### src/rtl/swds_pkg.sv
// ----------------------------------------------------------------------------
// swds_pkg
// Types, register codes and constants for the stepper wave-drive sequencer.
// ----------------------------------------------------------------------------
package swds_pkg;

  localparam int PERIOD_W  = 15;
  localparam int COUNT_W   = 15;
  localparam int DIV_W     = 16;
  localparam int ADDR_W    = 3;
  localparam int DATA_W    = 32;
  localparam int IN_TDATA_W  = 8;
  localparam int OUT_TDATA_W = 16;

  localparam logic [PERIOD_W-1:0] PERIOD_RESET = 15'd3000;
  localparam logic [COUNT_W-1:0]  COUNT_RESET  = 15'd0;

  // register index, taken from paddr[2]
  localparam logic REG_PERIOD = 1'b0;
  localparam logic REG_COUNT  = 1'b1;

  typedef enum logic [1:0] {
    DIR_STOP  = 2'd0,
    DIR_LEFT  = 2'd1,
    DIR_RIGHT = 2'd2,
    DIR_HOLD  = 2'd3
  } dir_t;

  typedef struct packed {
    logic [PERIOD_W-1:0] step_period;
    logic [COUNT_W-1:0]  step_count;
  } cfg_t;

  typedef struct packed {
    logic       cmd;
    dir_t       direction;
    logic       host_busy;
  } item_t;

  typedef struct packed {
    logic       running;
    logic       done_event;
    logic [7:0] coil_port;
  } res_t;

  function automatic logic [7:0] coil_pattern(input logic [1:0] phase);
    logic [7:0] pat;
    case (phase)
      2'd0:    pat = 8'h10;
      2'd1:    pat = 8'h20;
      2'd2:    pat = 8'h40;
      default: pat = 8'h80;
    endcase
    return pat;
  endfunction

endpackage

### src/rtl/swds_regs.sv
// ----------------------------------------------------------------------------
// swds_regs
// Configuration register file behind the APB port.
// ----------------------------------------------------------------------------
module swds_regs (
  input  logic                       clk,
  input  logic                       rst,
  input  logic                       psel,
  input  logic                       penable,
  input  logic                       pwrite,
  input  logic [swds_pkg::ADDR_W-1:0] paddr,
  input  logic [swds_pkg::DATA_W-1:0] pwdata,
  output logic [swds_pkg::DATA_W-1:0] prdata,
  output logic                       pready,
  output swds_pkg::cfg_t             cfg
);
  import swds_pkg::*;

  logic [PERIOD_W-1:0] step_period;
  logic [COUNT_W-1:0]  step_count;
  logic                wr_en;
  logic                reg_idx;

  assign pready  = 1'b1;
  assign wr_en   = psel && penable && pwrite;
  assign reg_idx = paddr[2];

  always_ff @(posedge clk) begin
    if (rst) begin
      step_period <= PERIOD_RESET;
      step_count  <= COUNT_RESET;
    end else if (wr_en) begin
      unique case (reg_idx)
        REG_PERIOD: step_period <= pwdata[PERIOD_W-1:0];
        REG_COUNT:  step_count  <= pwdata[COUNT_W-1:0];
        default: ;
      endcase
    end
  end

  always_comb begin
    unique case (reg_idx)
      REG_PERIOD: prdata = {{(DATA_W-PERIOD_W){1'b0}}, step_period};
      REG_COUNT:  prdata = {{(DATA_W-COUNT_W){1'b0}}, step_count};
      default:    prdata = '0;
    endcase
  end

  assign cfg.step_period = step_period;
  assign cfg.step_count  = step_count;

endmodule

### src/rtl/swds_core.sv
// ----------------------------------------------------------------------------
// swds_core
// Sequencer state and the per-item update: divider, phase, step count, event.
// ----------------------------------------------------------------------------
module swds_core (
  input  logic           clk,
  input  logic           rst,
  input  logic           step_en,
  input  swds_pkg::item_t item,
  input  swds_pkg::cfg_t  cfg,
  output swds_pkg::res_t  res
);
  import swds_pkg::*;

  dir_t                run_direction;
  logic [DIV_W-1:0]    divider_count;
  logic [1:0]          phase_index;
  logic [COUNT_W-1:0]  steps_left;
  logic                done_pending;
  logic [7:0]          port_value;

  dir_t                run_direction_next;
  logic [DIV_W-1:0]    divider_count_next;
  logic [1:0]          phase_index_next;
  logic [COUNT_W-1:0]  steps_left_next;
  logic                done_pending_next;
  logic [7:0]          port_value_next;
  logic                sent;

  logic                running;
  logic                div_zero;
  logic [DIV_W-1:0]    div_dec;

  assign running  = (run_direction != DIR_STOP) && (steps_left != '0);
  assign div_zero = (divider_count == '0);
  assign div_dec  = (div_zero ? {1'b0, cfg.step_period} : divider_count) - 1'b1;

  always_comb begin
    run_direction_next = run_direction;
    divider_count_next = divider_count;
    phase_index_next   = phase_index;
    steps_left_next    = steps_left;
    done_pending_next  = done_pending;
    port_value_next    = port_value;
    sent               = 1'b0;
    if (item.cmd) begin
      steps_left_next    = cfg.step_count;
      run_direction_next = item.direction;
      done_pending_next  = 1'b1;
    end else if (running) begin
      if (run_direction == DIR_LEFT || run_direction == DIR_RIGHT) begin
        divider_count_next = div_dec;
        if (div_zero) begin
          phase_index_next = (run_direction == DIR_LEFT) ? phase_index - 2'd1
                                                         : phase_index + 2'd1;
          steps_left_next  = steps_left - 1'b1;
          port_value_next  = coil_pattern(phase_index_next);
        end
      end
    end else begin
      divider_count_next = div_dec;
      if (div_zero) begin
        port_value_next = 8'h00;
        if (done_pending) begin
          done_pending_next = 1'b0;
          sent              = !item.host_busy;
        end
      end
    end
  end

  always_ff @(posedge clk) begin
    if (rst) begin
      run_direction <= DIR_STOP;
      divider_count <= '0;
      phase_index   <= '0;
      steps_left    <= '0;
      done_pending  <= 1'b0;
      port_value    <= '0;
    end else if (step_en) begin
      run_direction <= run_direction_next;
      divider_count <= divider_count_next;
      phase_index   <= phase_index_next;
      steps_left    <= steps_left_next;
      done_pending  <= done_pending_next;
      port_value    <= port_value_next;
    end
  end

  assign res.coil_port  = port_value_next;
  assign res.done_event = sent;
  assign res.running    = (run_direction_next != DIR_STOP) && (steps_left_next != '0);

`ifndef SYNTHESIS
  a_coil_onehot: assert property (@(posedge clk) disable iff (rst)
    port_value[3:0] == 4'h0 && $onehot0(port_value))
    else $error("coil pattern not one-hot");

  a_event_armed: assert property (@(posedge clk) disable iff (rst)
    step_en && sent |-> done_pending && !item.cmd)
    else $error("completion event without pending run");

  a_start_arms: assert property (@(posedge clk) disable iff (rst)
    step_en && item.cmd |=> done_pending && steps_left == $past(cfg.step_count))
    else $error("start item did not arm the run");

  a_step_used: assert property (@(posedge clk) disable iff (rst)
    step_en && !item.cmd && running && div_zero &&
    (run_direction == DIR_LEFT || run_direction == DIR_RIGHT)
    |=> steps_left == $past(steps_left) - 1'b1)
    else $error("step not counted at divider reload");
`endif

endmodule

### src/rtl/stepper_wave_drive_sequencer.sv
// ----------------------------------------------------------------------------
// stepper_wave_drive_sequencer
// Four-phase full-step wave-drive sequencer with tick/start items and APB
// configuration.
// ----------------------------------------------------------------------------
// Result path: the input item is captured in the input register, then the state
//   update is registered into the result register.
// Throughput: one item per cycle while m_tready does not stall the output stage.
// Reset: synchronous, active high; clears state, both stages and restores
//   step_period to 3000 and step_count to 0.
module stepper_wave_drive_sequencer (
  input  logic                            clk,
  input  logic                            rst,
  input  logic                            s_tvalid,
  output logic                            s_tready,
  input  logic [swds_pkg::IN_TDATA_W-1:0]  s_tdata,  // [1:0] direction, [2] host_busy
  input  logic                            s_tuser,  // [0] cmd
  output logic                            m_tvalid,
  input  logic                            m_tready,
  output logic [swds_pkg::OUT_TDATA_W-1:0] m_tdata,  // [7:0] coil_port, [8] done_event,
                                                     // [9] running
  input  logic                            psel,
  input  logic                            penable,
  input  logic                            pwrite,
  input  logic [swds_pkg::ADDR_W-1:0]      paddr,
  input  logic [swds_pkg::DATA_W-1:0]      pwdata,
  output logic [swds_pkg::DATA_W-1:0]      prdata,
  output logic                            pready
);
  import swds_pkg::*;

  cfg_t  cfg;
  item_t in_item;
  logic  in_valid;
  res_t  core_res;
  res_t  out_res;
  logic  out_valid;
  logic  out_free;
  logic  adv;

  swds_regs u_regs (
    .clk     (clk),
    .rst     (rst),
    .psel    (psel),
    .penable (penable),
    .pwrite  (pwrite),
    .paddr   (paddr),
    .pwdata  (pwdata),
    .prdata  (prdata),
    .pready  (pready),
    .cfg     (cfg)
  );

  assign out_free = !out_valid || m_tready;
  assign adv      = in_valid && out_free;
  assign s_tready = !in_valid || adv;

  always_ff @(posedge clk) begin
    if (rst) begin
      in_valid <= 1'b0;
    end else if (s_tready) begin
      in_valid <= s_tvalid;
    end
  end

  always_ff @(posedge clk) begin
    if (s_tready && s_tvalid) begin
      in_item.cmd       <= s_tuser;
      in_item.direction <= dir_t'(s_tdata[1:0]);
      in_item.host_busy <= s_tdata[2];
    end
  end

  swds_core u_core (
    .clk     (clk),
    .rst     (rst),
    .step_en (adv),
    .item    (in_item),
    .cfg     (cfg),
    .res     (core_res)
  );

  always_ff @(posedge clk) begin
    if (rst) begin
      out_valid <= 1'b0;
    end else if (out_free) begin
      out_valid <= in_valid;
    end
  end

  always_ff @(posedge clk) begin
    if (adv) begin
      out_res <= core_res;
    end
  end

  assign m_tvalid = out_valid;
  assign m_tdata  = {{(OUT_TDATA_W-10){1'b0}}, out_res.running, out_res.done_event,
                     out_res.coil_port};

endmodule
### config.mk
export PLATFORM = sky130hd
export DESIGN_NAME = stepper_wave_drive_sequencer
export DESIGN_NICKNAME = d
export VERILOG_FILES = /design/src/rtl/swds_pkg.sv /design/src/rtl/swds_regs.sv /design/src/rtl/swds_core.sv /design/src/rtl/stepper_wave_drive_sequencer.sv
export SDC_FILE = /design/constraint.sdc
export NUM_CORES = 1
export LEC_CHECK = 0
export BUFFER_PORTS_ARGS = -buffer_cell sky130_fd_sc_hd__buf_2
export CAP_MARGIN = 40
export CORE_MARGIN = 2
export CORE_UTILIZATION = 55
export CTS_CLUSTER_DIAMETER = 150
export DETAILED_ROUTE_END_ITERATION = 6
export GPL_TIMING_DRIVEN = 0
export MAX_ROUTING_LAYER = met4
export PLACE_DENSITY = 0.8
export SETUP_SLACK_MARGIN = 0.5
export SLEW_MARGIN = 20
export SYNTH_ARGS = -nofsm -noshare
export SYNTH_HDL_FRONTEND = slang
export SYNTH_SLANG_ARGS = --single-unit
### constraint.sdc
create_clock -name clk -period 7.9 [get_ports clk]
set_clock_uncertainty 0.15 [all_clocks]
set_input_delay 1.58 -clock clk [delete_from_list [all_inputs] [get_ports clk]]
set_output_delay 1.58 -clock clk [all_outputs]
set_load 0.02 [all_outputs]
==> results of run 1 <==
## logic make-up (layout without fill, tap and decap cells)
| group | after synthesis | count (layout) | share of synthesized area, % |
|---|---|---|---|
| simple gates | 267 | 267 | 26.6 |
| other cells | 2 | 24 | 0.154 |
| mux | 17 | 17 | 3.90 |
| fa+ha+maj | 9 | 9 | 2.31 |
| compound gates | 133 | 133 | 16.8 |
| flops | 90 | 90 | 39.9 |
| buf+inv | 70 | 138 | 7.99 |
| xor+xnor | 13 | 13 | 2.34 |
## through the flow
step                util (%)  worst slack, ns  total power, mW
floorplan                  -             3.53            0.705
global placement        61.9             3.20            0.774
detailed placement      62.1             3.20            0.780
CTS                     64.1             3.20             1.06
global route            64.1             3.11             1.11
finish                  64.1             3.19             1.07
## state kept, by name, indices dropped and copies added, names as in the netlist
name	count
in_item	4
u_regs.step_period	15
u_core.divider_count	16
u_core.steps_left	15
u_core.run_direction	2
u_core.done_pending	1
u_core.port_value	8
in_valid	1
m_tvalid	1
u_core.phase_index	2
u_regs.step_count	15
m_tdata	10
## Yosys cell counts, drive strengths merged (2+ instances only)
| cell type | n | area [µm²] |
|---|---|---|
| clkbuf | 26 | 97.6 |
| a31oi | 7 | 43.8 |
| nand3 | 7 | 35.0 |
| nor4 | 14 | 103 |
| nor2b | 2 | 12.5 |
| conb | 2 | 7.51 |
| edfxtp | 14 | 420 |
| xnor2 | 8 | 70.1 |
| o31a | 2 | 17.5 |
| mux2 | 16 | 180 |
| a2111o | 3 | 33.8 |
| o22ai | 2 | 12.5 |
| nor2 | 51 | 191 |
| nand3b | 7 | 52.6 |
| or4b | 3 | 30.0 |
| buf | 35 | 258 |
| and3 | 4 | 25.0 |
| nand4 | 8 | 50.1 |
| nor3 | 22 | 110 |
| a21o | 3 | 22.5 |
| nand2 | 110 | 415 |
| ha | 9 | 113 |
| or2 | 5 | 31.3 |
| nor4b | 3 | 26.3 |
| or3 | 6 | 38.8 |
| a21oi | 62 | 310 |
| dfxtp | 76 | 1520 |
| a311oi | 3 | 26.3 |
| and2 | 10 | 62.6 |
| a32oi | 4 | 35.0 |
| or4 | 3 | 26.3 |
| a22o | 5 | 43.8 |
| a211oi | 8 | 60.1 |
| a22oi | 4 | 30.0 |
| nand2b | 8 | 50.1 |
| xor2 | 5 | 43.8 |
| o21ai | 19 | 95.1 |
| inv | 8 | 30.0 |
| o31ai | 3 | 22.5 |
## critical path, cell delays in order
cell	delay, ns
clkbuf_1	0.37
buf_1	0.46
mux2_2	0.40
buf_2	0.16
## layout make-up
class	instances	area, µm²
Fill cell	761	3100
Multi-Input combinational cell	463	2620
Sequential cell	90	1940
Buffer	61	355
Timing Repair Buffer	52	270
Tap cell	108	135
Clock buffer	11	131
Clock inverter	5	40.0
Inverter	9	33.8
## power groups by stage
stage               combinational [mW]  clock, mW  sequential, mW
floorplan                        0.202          0           0.504
global placement                 0.269          0           0.504
detailed placement               0.275          0           0.505
CTS                              0.277      0.288           0.494
global route                     0.309      0.308           0.496
finish                           0.285      0.288           0.495
## worst min-delay path by stage
stage | slack (ns) | to | depth (start not counted) | start
after detailed placement | 0.29 | u_core.port_value[3]$_SDFFE_PP0P_ | 1 | u_core.port_value[3]$_SDFFE_PP0P_
final | 0.31 | u_core.port_value[3]$_SDFFE_PP0P_ | 1 | u_core.port_value[3]$_SDFFE_PP0P_
after global placement | 0.28 | u_core.port_value[2]$_SDFFE_PP0P_ | 1 | u_core.port_value[2]$_SDFFE_PP0P_
after floorplan | 0.27 | u_core.port_value[0]$_SDFFE_PP0P_ | 1 | u_core.port_value[0]$_SDFFE_PP0P_
after CTS | 0.31 | u_core.port_value[3]$_SDFFE_PP0P_ | 1 | u_core.port_value[3]$_SDFFE_PP0P_
after global routing | 0.32 | u_core.port_value[3]$_SDFFE_PP0P_ | 1 | u_core.port_value[3]$_SDFFE_PP0P_
## metal layers
| metal | GRT usage, % | vias to the layer above | routed length (µm) |
|---|---|---|---|
| li1 | - | 2262 | - |
| met1 | 38.4 | 2136 | 5830 |
| met2 | 46.7 | 226 | 6440 |
| met3 | 5.08 | 31 | 1020 |
| met4 | 10.0 | 0 | 370 |
| met5 | - | - | 0 |
==> impl_metrics.py, run 1 <==
metrics = {
    "setup_path": {
        "crit_path_end_kind": "output port",
        "endpoint": "prdata[7]",
        "start_kind": "input pin",
        "path_max_fanout": 10,
        "r2r-start": "u_core.divider_count[6]$_SDFFE_PP0P_",
        "required_ns": 6.17,
        "worstSetupPathType": "in2out",
        "rr_endpoint": "u_core.divider_count[10]$_SDFFE_PP0P_",
        "worstRegToRegCells": 15,
        "rrSetupSlack_ns": 4.18,
        "cp-startpoint": "paddr[2]",
        "cp.arrival_ns": 2.98,
    },
    "routing": {
        "drt_wl_total_um": 13700,
        "first_pass_iters": 5,
        "wire_per_inst_um": 17.1,
        "viasPerCell": 5.83,
        "vias": 4655,
        "ant_nets": 0,
        "drc": 0,
        "first_iter_violations": 355,
    },
    "cells_and_area": {
        "layout_commonest_cell": "nand2_1",
        "final_cell_mix": "109 x nand2_1, 76 x dfxtp_1, 62 x a21oi_1",
        "final_area_um2": 5530,
        "layout-drive-gt1-share_pct": 17.7,
        "antenna_cells": 0,
        "fin_nets": 746,
        "fin_cells": 799,
        "syn_to_final_growth_pct": 13.5,
    },
    "synth": {
        "netlist_area_um2": 4870,
        "ys.flop_type": "dfxtp_1",
        "yosys.cell_types.count": 63,
        "syn_avg_cell_area_um2": 8.11,
        "yosysWarnings": 0,
        "ys_seq_area_share_pct": 39.9,
        "async_reset_ff_share_pct": 0,
        "synth_edf_count": 14,
        "synth_cells": 601,
        "ys_seq_elements": 90,
    },
    "power_and_ir_drop": {
        "ir_worst_vdd_uv": 140,
        "p_int_mw": 0.691,
        "pwr_density_cell_nw_per_um2": 193,
        "combPwrFrac_pct": 26.7,
        "power.net_switching_mw": 0.376,
        "netSwitchingFraction_pct": 35.2,
        "p_leak_nw": 2.16,
        "seqPwrFrac_pct": 46.4,
        "clkPwrFrac_pct": 27.0,
    },
    "flow_run": {
        "maxCapViolations": 0,
    },
    "clock_tree": {
        "clkLatencyLatePin_ns": 0.37,
        "htree_levels": 3,
        "clock-sinks": 90,
        "cts_buffer_depth": 2,
        "clock-root-buffer": "clkbuf_8",
        "cts_tree": "done",
        "post_cts_resized": 0,
        "post_cts_buffers": 0,
        "postCtsHoldBufs": 0,
        "clk_pin_slew_worst_paths_ns": 0.08,
        "cts_made_buffers": 9,
    },
    "global_routing": {
        "first_global_vias": 4384,
        "overflow": 0,
        "grt_usage_pct": 29.5,
        "antenna_found_initial": 0,
        "grt_max_degree": 17,
        "grt_pass1_wl_um": 22200,
    },
    "die": {
        "dieArea_um2": 9630,
        "start_util_pct": 56.4,
        "row_count": 34,
        "die_height_um": 98.1,
        "num_io_pins": 102,
        "die-width_um": 98.1,
        "fp.coreArea_um2": 8640,
    },
    "sta": {
        "tightest_slew_ns": 0.896,
        "period_share_pct": 59.6,
        "finalHoldViolCount": 0,
        "worst_hold_slack_ns": 0.305,
        "tns_ns": 0,
        "slew_headroom_pct": 39.7,
        "final-setup-viol-count": 0,
        "grt_setup_unrepaired": "no",
        "slew_viol_final": 0,
        "clock.fmax_ghz": 0.212,
        "fin_crit_ns": 4.71,
    },
    "place": {
        "port_buffers": 51,
        "hpwl_um": 10100,
        "place_inst": 783,
        "place_area_um2": 5360,
        "place_congestion": 0.983,
    },
    "outcome": {
        "outcome": "finished clean",
    },
    "hold_path": {
        "hold_class": "reg2reg",
    },
}
No activity file was read; power rests on OpenSTA's default activity.
==> inputs of run 2 (changes only) <==
--- a/config.mk
+++ b/config.mk
@@ -5,6 +5,7 @@
 export SDC_FILE = /design/constraint.sdc
 export NUM_CORES = 1
 export LEC_CHECK = 0
+export ABC_AREA = 1
 export BUFFER_PORTS_ARGS = -buffer_cell sky130_fd_sc_hd__buf_2
 export CAP_MARGIN = 40
 export CORE_MARGIN = 2
==> constraint.sdc (replaced) <==
create_clock -name clk -period 4.9 [get_ports clk]
set_clock_uncertainty 0.15 [all_clocks]
set_input_delay 0.98 -clock clk [delete_from_list [all_inputs] [get_ports clk]]
set_output_delay 0.98 -clock clk [all_outputs]
set_load 0.02 [all_outputs]
==> run 2 against run 1 <==
Compared with the run above:
- synthesized cell count grew 20%
- critical path depth up 2
- setup slack got worse by 1.8 ns
- first-iteration DRC count decreased by 38%
- non-clock buffer count decreased by 8
- core utilization increased by 0.32 points
- hold slack better by 0.018 ns
- design area increased by 1.0%
- critical path type unchanged
- largest cell class unchanged
- largest power group unchanged
- highest routed layer unchanged
==> impl_metrics.py, run 2 <==
metrics = {
    "routing": {
        "wire_per_inst_um": 14.1,
        "first_iter_violations": 221,
        "ant_nets": 0,
        "first_pass_iters": 5,
        "drt_wl_total_um": 13000,
        "viasPerCell": 5.24,
        "vias": 4815,
        "drc": 0,
    },
    "setup_path": {
        "crit_path_end_kind": "output port",
        "cp.arrival_ns": 2.33,
        "required_ns": 3.77,
        "worstSetupPathType": "in2out",
        "cp_cell_sequence": "buf_2, clkbuf_1, clkbuf_1, nand2_1, o21ai_0, buf_2",
        "worst_path_largest_cell_delay_ns": 0.45,
        "start_kind": "input pin",
        "path_max_fanout": 10,
        "slowest_stage": "clkbuf_1",
    },
    "outcome": {
        "outcome": "finished clean",
    },
    "power_and_ir_drop": {
        "p_leak_nw": 2.86,
        "ir_worst_vdd_uv": 230,
        "power.net_switching_mw": 0.612,
        "p_int_mw": 1.14,
        "totalPowerFinal_mw": 1.75,
        "combPwrFrac_pct": 25.7,
        "seqPwrFrac_pct": 46.6,
        "netSwitchingFraction_pct": 35.0,
        "clkPwrFrac_pct": 27.7,
        "pwr_density_cell_nw_per_um2": 313,
    },
    "global_routing": {
        "grt_pass1_wl_um": 20900,
        "overflow": 0,
        "antenna_found_initial": 0,
        "grt_max_degree": 17,
        "grt_usage_pct": 27.6,
        "first_global_vias": 4415,
    },
    "sta": {
        "period_share_pct": 70.7,
        "final-setup-viol-count": 0,
        "tightest_slew_ns": 0.625,
        "grt_setup_unrepaired": "no",
        "worst_hold_slack_ns": 0.323,
        "slew_viol_final": 0,
        "tns_ns": 0,
        "clock.fmax_ghz": 0.289,
        "fin_crit_ns": 3.46,
        "slew_headroom_pct": 58.3,
        "finalHoldViolCount": 0,
    },
    "clock_tree": {
        "htree_levels": 3,
        "clock-root-buffer": "clkbuf_8",
        "cts_made_buffers": 9,
        "post_cts_resized": 0,
        "postCtsHoldBufs": 0,
        "cts_buffer_depth": 2,
        "cts_tree": "done",
        "post_cts_buffers": 0,
        "clkLatencyLatePin_ns": 0.38,
        "clock-sinks": 90,
        "clk_pin_slew_worst_paths_ns": 0.09,
    },
    "synth": {
        "async_reset_ff_share_pct": 0,
        "synth_edf_count": 14,
        "yosys.cell_types.count": 36,
        "synth_most_common_cell": "nand2_1",
        "ys_seq_elements": 90,
        "ys_seq_area_share_pct": 39.5,
        "ys_top_cells_by_count": "140 x nand2_1, 106 x nor2_1, 97 x inv_1",
        "netlist_area_um2": 4920,
        "netlist_top_cells_area": "dfxtp_1 31%, nand2_1 11%, edfxtp_1 8.6%",
        "syn_avg_cell_area_um2": 6.84,
        "yosys.area.top_type_share_pct": 30.9,
        "yosysWarnings": 0,
        "ys.flop_type": "dfxtp_1",
        "yosysTopAreaCell": "dfxtp_1",
        "synth_cells": 719,
    },
    "cells_and_area": {
        "fin_nets": 866,
        "layout-drive-gt1-share_pct": 15.4,
        "final_cell_mix": "140 x nand2_1, 106 x nor2_1, 97 x inv_1",
        "antenna_cells": 0,
        "layout_commonest_cell": "nand2_1",
        "final_util_pct": 64.4,
        "final_area_um2": 5590,
        "largest-register": "u_core.divider_count",
        "largest_register_ffs": 16,
        "syn_to_final_growth_pct": 13.6,
    },
    "die": {
        "die-width_um": 98.5,
        "row_count": 34,
        "start_util_pct": 56.6,
        "num_io_pins": 102,
        "die_height_um": 98.5,
        "fp.coreArea_um2": 8680,
        "dieArea_um2": 9710,
    },
    "place": {
        "hpwl_um": 9830,
        "place_area_um2": 5410,
        "place_congestion": 0.964,
        "port_buffers": 53,
    },
    "flow_run": {
        "maxCapViolations": 0,
    },
    "hold_path": {
        "hold_class": "reg2reg",
    },
}
## run 2: cell count changes after synthesis, moves of 10 or more
cell and change:
nor4_1 -12, mux2_2 -16, nand3_1 +32, a21oi_1 -18, nor2_1 +55, o21ai_0 +57, inv_1 +89, nor3_1 -18
nand2_1 +31, o211ai_1 +10, and2_1 -10
## run 2: worst paths after layout
check | from | to | slack (ns) | depth (start not counted)
worst max-delay path | paddr[2] | prdata[1] | 1.44 | 6
worst min-delay path | u_core.port_value[1]$_SDFFE_PP0P_ | u_core.port_value[1]$_SDFFE_PP0P_ | 0.32 | 2
worst max register to register | u_core.divider_count[9]$_SDFFE_PP0P_ | m_tdata[9]$_DFFE_PP_ | 2.35 | 14
worst min register to register | u_core.port_value[1]$_SDFFE_PP0P_ | u_core.port_value[1]$_SDFFE_PP0P_ | 0.32 | 2
## run 2: metal layers
layer  global-route usage, %  vias up  routed length [µm]
li1                        -     2424                   -
met2                    45.9      175                6250
met3                    4.40       31                 884
met5                       -        -                   0
met1                    33.6     2185                5480
met4                    11.3        0                 374
## run 2: power groups by stage
stage / registers (mW) / clock network [mW] / logic, mW
5_1_grt: 0.820 / 0.515 / 0.497
2_1_floorplan: 0.829 / 0 / 0.334
6_report: 0.815 / 0.484 / 0.449
4_1_cts: 0.814 / 0.485 / 0.443
3_5_place_dp: 0.831 / 0 / 0.441
3_3_place_gp: 0.830 / 0 / 0.430
## run 2: final cells by class
| cell class | instances | area, µm² |
|---|---|---|
| buffer | 51 | 303 |
| clock buffer | 11 | 141 |
| clock inverter | 5 | 35.0 |
| fill | 840 | 3090 |
| inverter | 100 | 375 |
| multi-input combinational | 500 | 2380 |
| sequential | 90 | 1940 |
| tap | 108 | 135 |
| timing repair buffer | 54 | 277 |
## run 2: worst max-delay path: cells and delay by family
kind	cells	cell delay [ns]
buf+inv	4	1.14
compound gates	1	0.13
simple gates	1	0.09
## run 2: kinds of logic after synthesis
group	Yosys count	share of synthesized area [%]
buffers and inverters	151	13.8
AOI/OAI and AO/OA	150	16.7
xor gates and xnor gates	4	0.713
DFF	90	39.5
and+or+nand+nor	313	26.8
adders and majority gates	9	2.29
other	2	0.153
## run 2: per-stage QoR
stage	worst slack, ns	instances
floorplan	1.94	741
global placement	1.47	902
detailed placement	1.47	903
CTS	1.46	919
global route	1.33	919
finish	1.44	919
==> inputs of run 3 (changes only) <==
==> constraint.sdc (replaced) <==
create_clock -name clk -period 3.5 [get_ports clk]
set_clock_uncertainty 0.15 [all_clocks]
set_input_delay 0.7 -clock clk [delete_from_list [all_inputs] [get_ports clk]]
set_output_delay 0.7 -clock clk [all_outputs]
set_load 0.02 [all_outputs]
==> run 3 against run 2 <==
Compared with the run above:
- via count increased by 0.10%
- setup slack worse by 0.88 ns
- clock power is 40% higher
- non-clock buffer count is the same
- sequential power rose by 40%
- first-iteration DRC count unchanged
- largest power group unchanged
- critical endpoint unchanged
- core utilization hardly changed
- largest cell class unchanged
- flip-flop and latch count is the same
==> impl_metrics.py, run 3 (synthesis results as in run 2) <==
metrics = {
    "sta": {
        "fin_crit_ns": 2.94,
        "tightest_slew_ns": 0.626,
        "grt_setup_unrepaired": "no",
        "period_share_pct": 84.1,
        "slew_viol_final": 0,
        "final-setup-viol-count": 0,
        "slew_headroom_pct": 58.3,
        "clock.fmax_ghz": 0.340,
        "setup_ws_ns": 0.557,
        "tns_ns": 0,
        "finalHoldViolCount": 0,
    },
    "setup_path": {
        "crit_path_end_kind": "output port",
        "crit_buf_inv": 4,
        "path_max_fanout": 10,
        "cp.arrival_ns": 2.09,
        "worst_path_largest_cell_delay_ns": 0.47,
        "required_ns": 2.65,
        "worstSetupPathType": "in2out",
        "cp_cell_sequence": "buf_2, clkbuf_1, clkbuf_1, nand2_1, o21ai_0, buf_2",
        "crit_family": "buffers and inverters",
        "start_kind": "input pin",
        "slowest_stage": "clkbuf_1",
    },
    "place": {
        "place_congestion": 0.964,
        "dp_slack_ns": 0.625,
        "port_buffers": 53,
        "place_inst": 903,
        "hpwl_um": 9830,
    },
    "routing": {
        "wire_per_inst_um": 14.2,
        "ant_nets": 0,
        "first_pass_iters": 6,
        "first_iter_violations": 221,
        "viasPerCell": 5.24,
        "drc": 0,
        "vias": 4820,
        "drt_wl_total_um": 13000,
    },
    "global_routing": {
        "grtUsageMet1_pct": 33.6,
        "grt-busiest-layer": "met2",
        "antenna_found_initial": 0,
        "grt_usage_pct": 27.6,
        "met2_usage_pct": 45.9,
        "met3_usage_pct": 4.40,
        "grt_max_degree": 17,
        "first_global_vias": 4415,
        "overflow": 0,
        "grt_pass1_wl_um": 20900,
    },
    "cells_and_area": {
        "layout_commonest_cell": "nand2_1",
        "fin_cells": 919,
        "layout-drive-gt1-share_pct": 15.5,
        "fin_nets": 866,
        "syn_to_final_growth_pct": 13.7,
        "final_util_pct": 64.4,
        "largest-register": "u_core.divider_count",
        "final_cell_mix": "140 x nand2_1, 106 x nor2_1, 97 x inv_1",
        "antenna_cells": 0,
        "largest_register_ffs": 16,
    },
    "die": {
        "num_io_pins": 102,
        "fp.coreArea_um2": 8680,
        "die_height_um": 98.5,
        "row_count": 34,
        "start_util_pct": 56.6,
        "die-width_um": 98.5,
        "dieArea_um2": 9710,
    },
    "clock_tree": {
        "clk_pin_slew_worst_paths_ns": 0.09,
        "clock-sinks": 90,
        "cts_made_buffers": 9,
        "cts_buffer_depth": 2,
        "postCtsHoldBufs": 0,
        "htree_levels": 3,
        "clock-root-buffer": "clkbuf_8",
        "post_cts_resized": 0,
        "post_cts_buffers": 0,
        "clkLatencyLatePin_ns": 0.38,
        "cts_tree": "done",
    },
    "flow_run": {
        "maxCapViolations": 0,
    },
    "outcome": {
        "outcome": "finished clean",
    },
    "power_and_ir_drop": {
        "ir_worst_vdd_uv": 322,
        "p_leak_nw": 2.86,
        "pwr_density_cell_nw_per_um2": 438,
    },
    "hold_path": {
        "hold_class": "reg2reg",
    },
}
## run 3: cell counts in the layout (fill, tap and decap cells not counted)
Identical to the previous run, type by type.
## run 3: metal layers
metal / up-vias / part of all wire [%]
li1: 2421 / -
met1: 2187 / 42
met5: - / 0
met3: 33 / 7.0
met2: 179 / 48
met4: 0 / 3.0
## run 3: tightest hold or removal path: stages (launching register included)
cell and delay [ns]:
dfxtp_1 0.32, nand3_1 0.08, inv_1 0.04
## run 3: path summary, 6_finish.rpt
kind / start / endpoint / slack, ns / cells past startpoint
max: paddr[2] / prdata[1] / 0.56 / 6
min: u_core.port_value[1]$_SDFFE_PP0P_ / u_core.port_value[1]$_SDFFE_PP0P_ / 0.32 / 2
max reg2reg: u_core.divider_count[9]$_SDFFE_PP0P_ / m_tdata[9]$_DFFE_PP_ / 0.95 / 14
min reg2reg: u_core.port_value[1]$_SDFFE_PP0P_ / u_core.port_value[1]$_SDFFE_PP0P_ / 0.32 / 2
## run 3: where the power goes
| group | switching [mW] | internal, mW |
|---|---|---|
| clock network | 0.396 | 0.282 |
| registers | 0.0390 | 1.10 |
| logic | 0.422 | 0.207 |
## run 3: through the flow
step | power [mW] | hold slack [ns] | instance area (µm²)
floorplan | 1.63 | 0.284 | 5000
finish | 2.45 | 0.323 | 5590
global placement | 1.76 | 0.293 | 5400
CTS | 2.44 | 0.315 | 5590
detailed placement | 1.78 | 0.301 | 5410
global route | 2.56 | 0.343 | 5590
## run 3: layout make-up
cell class	count	area (µm²)
fill	841	3090
multi-input combinational	500	2380
sequential	90	1940
inverter	100	375
buffer	51	304
timing repair buffer	54	277
clock buffer	11	141
tap	108	135
clock inverter	5	35.0
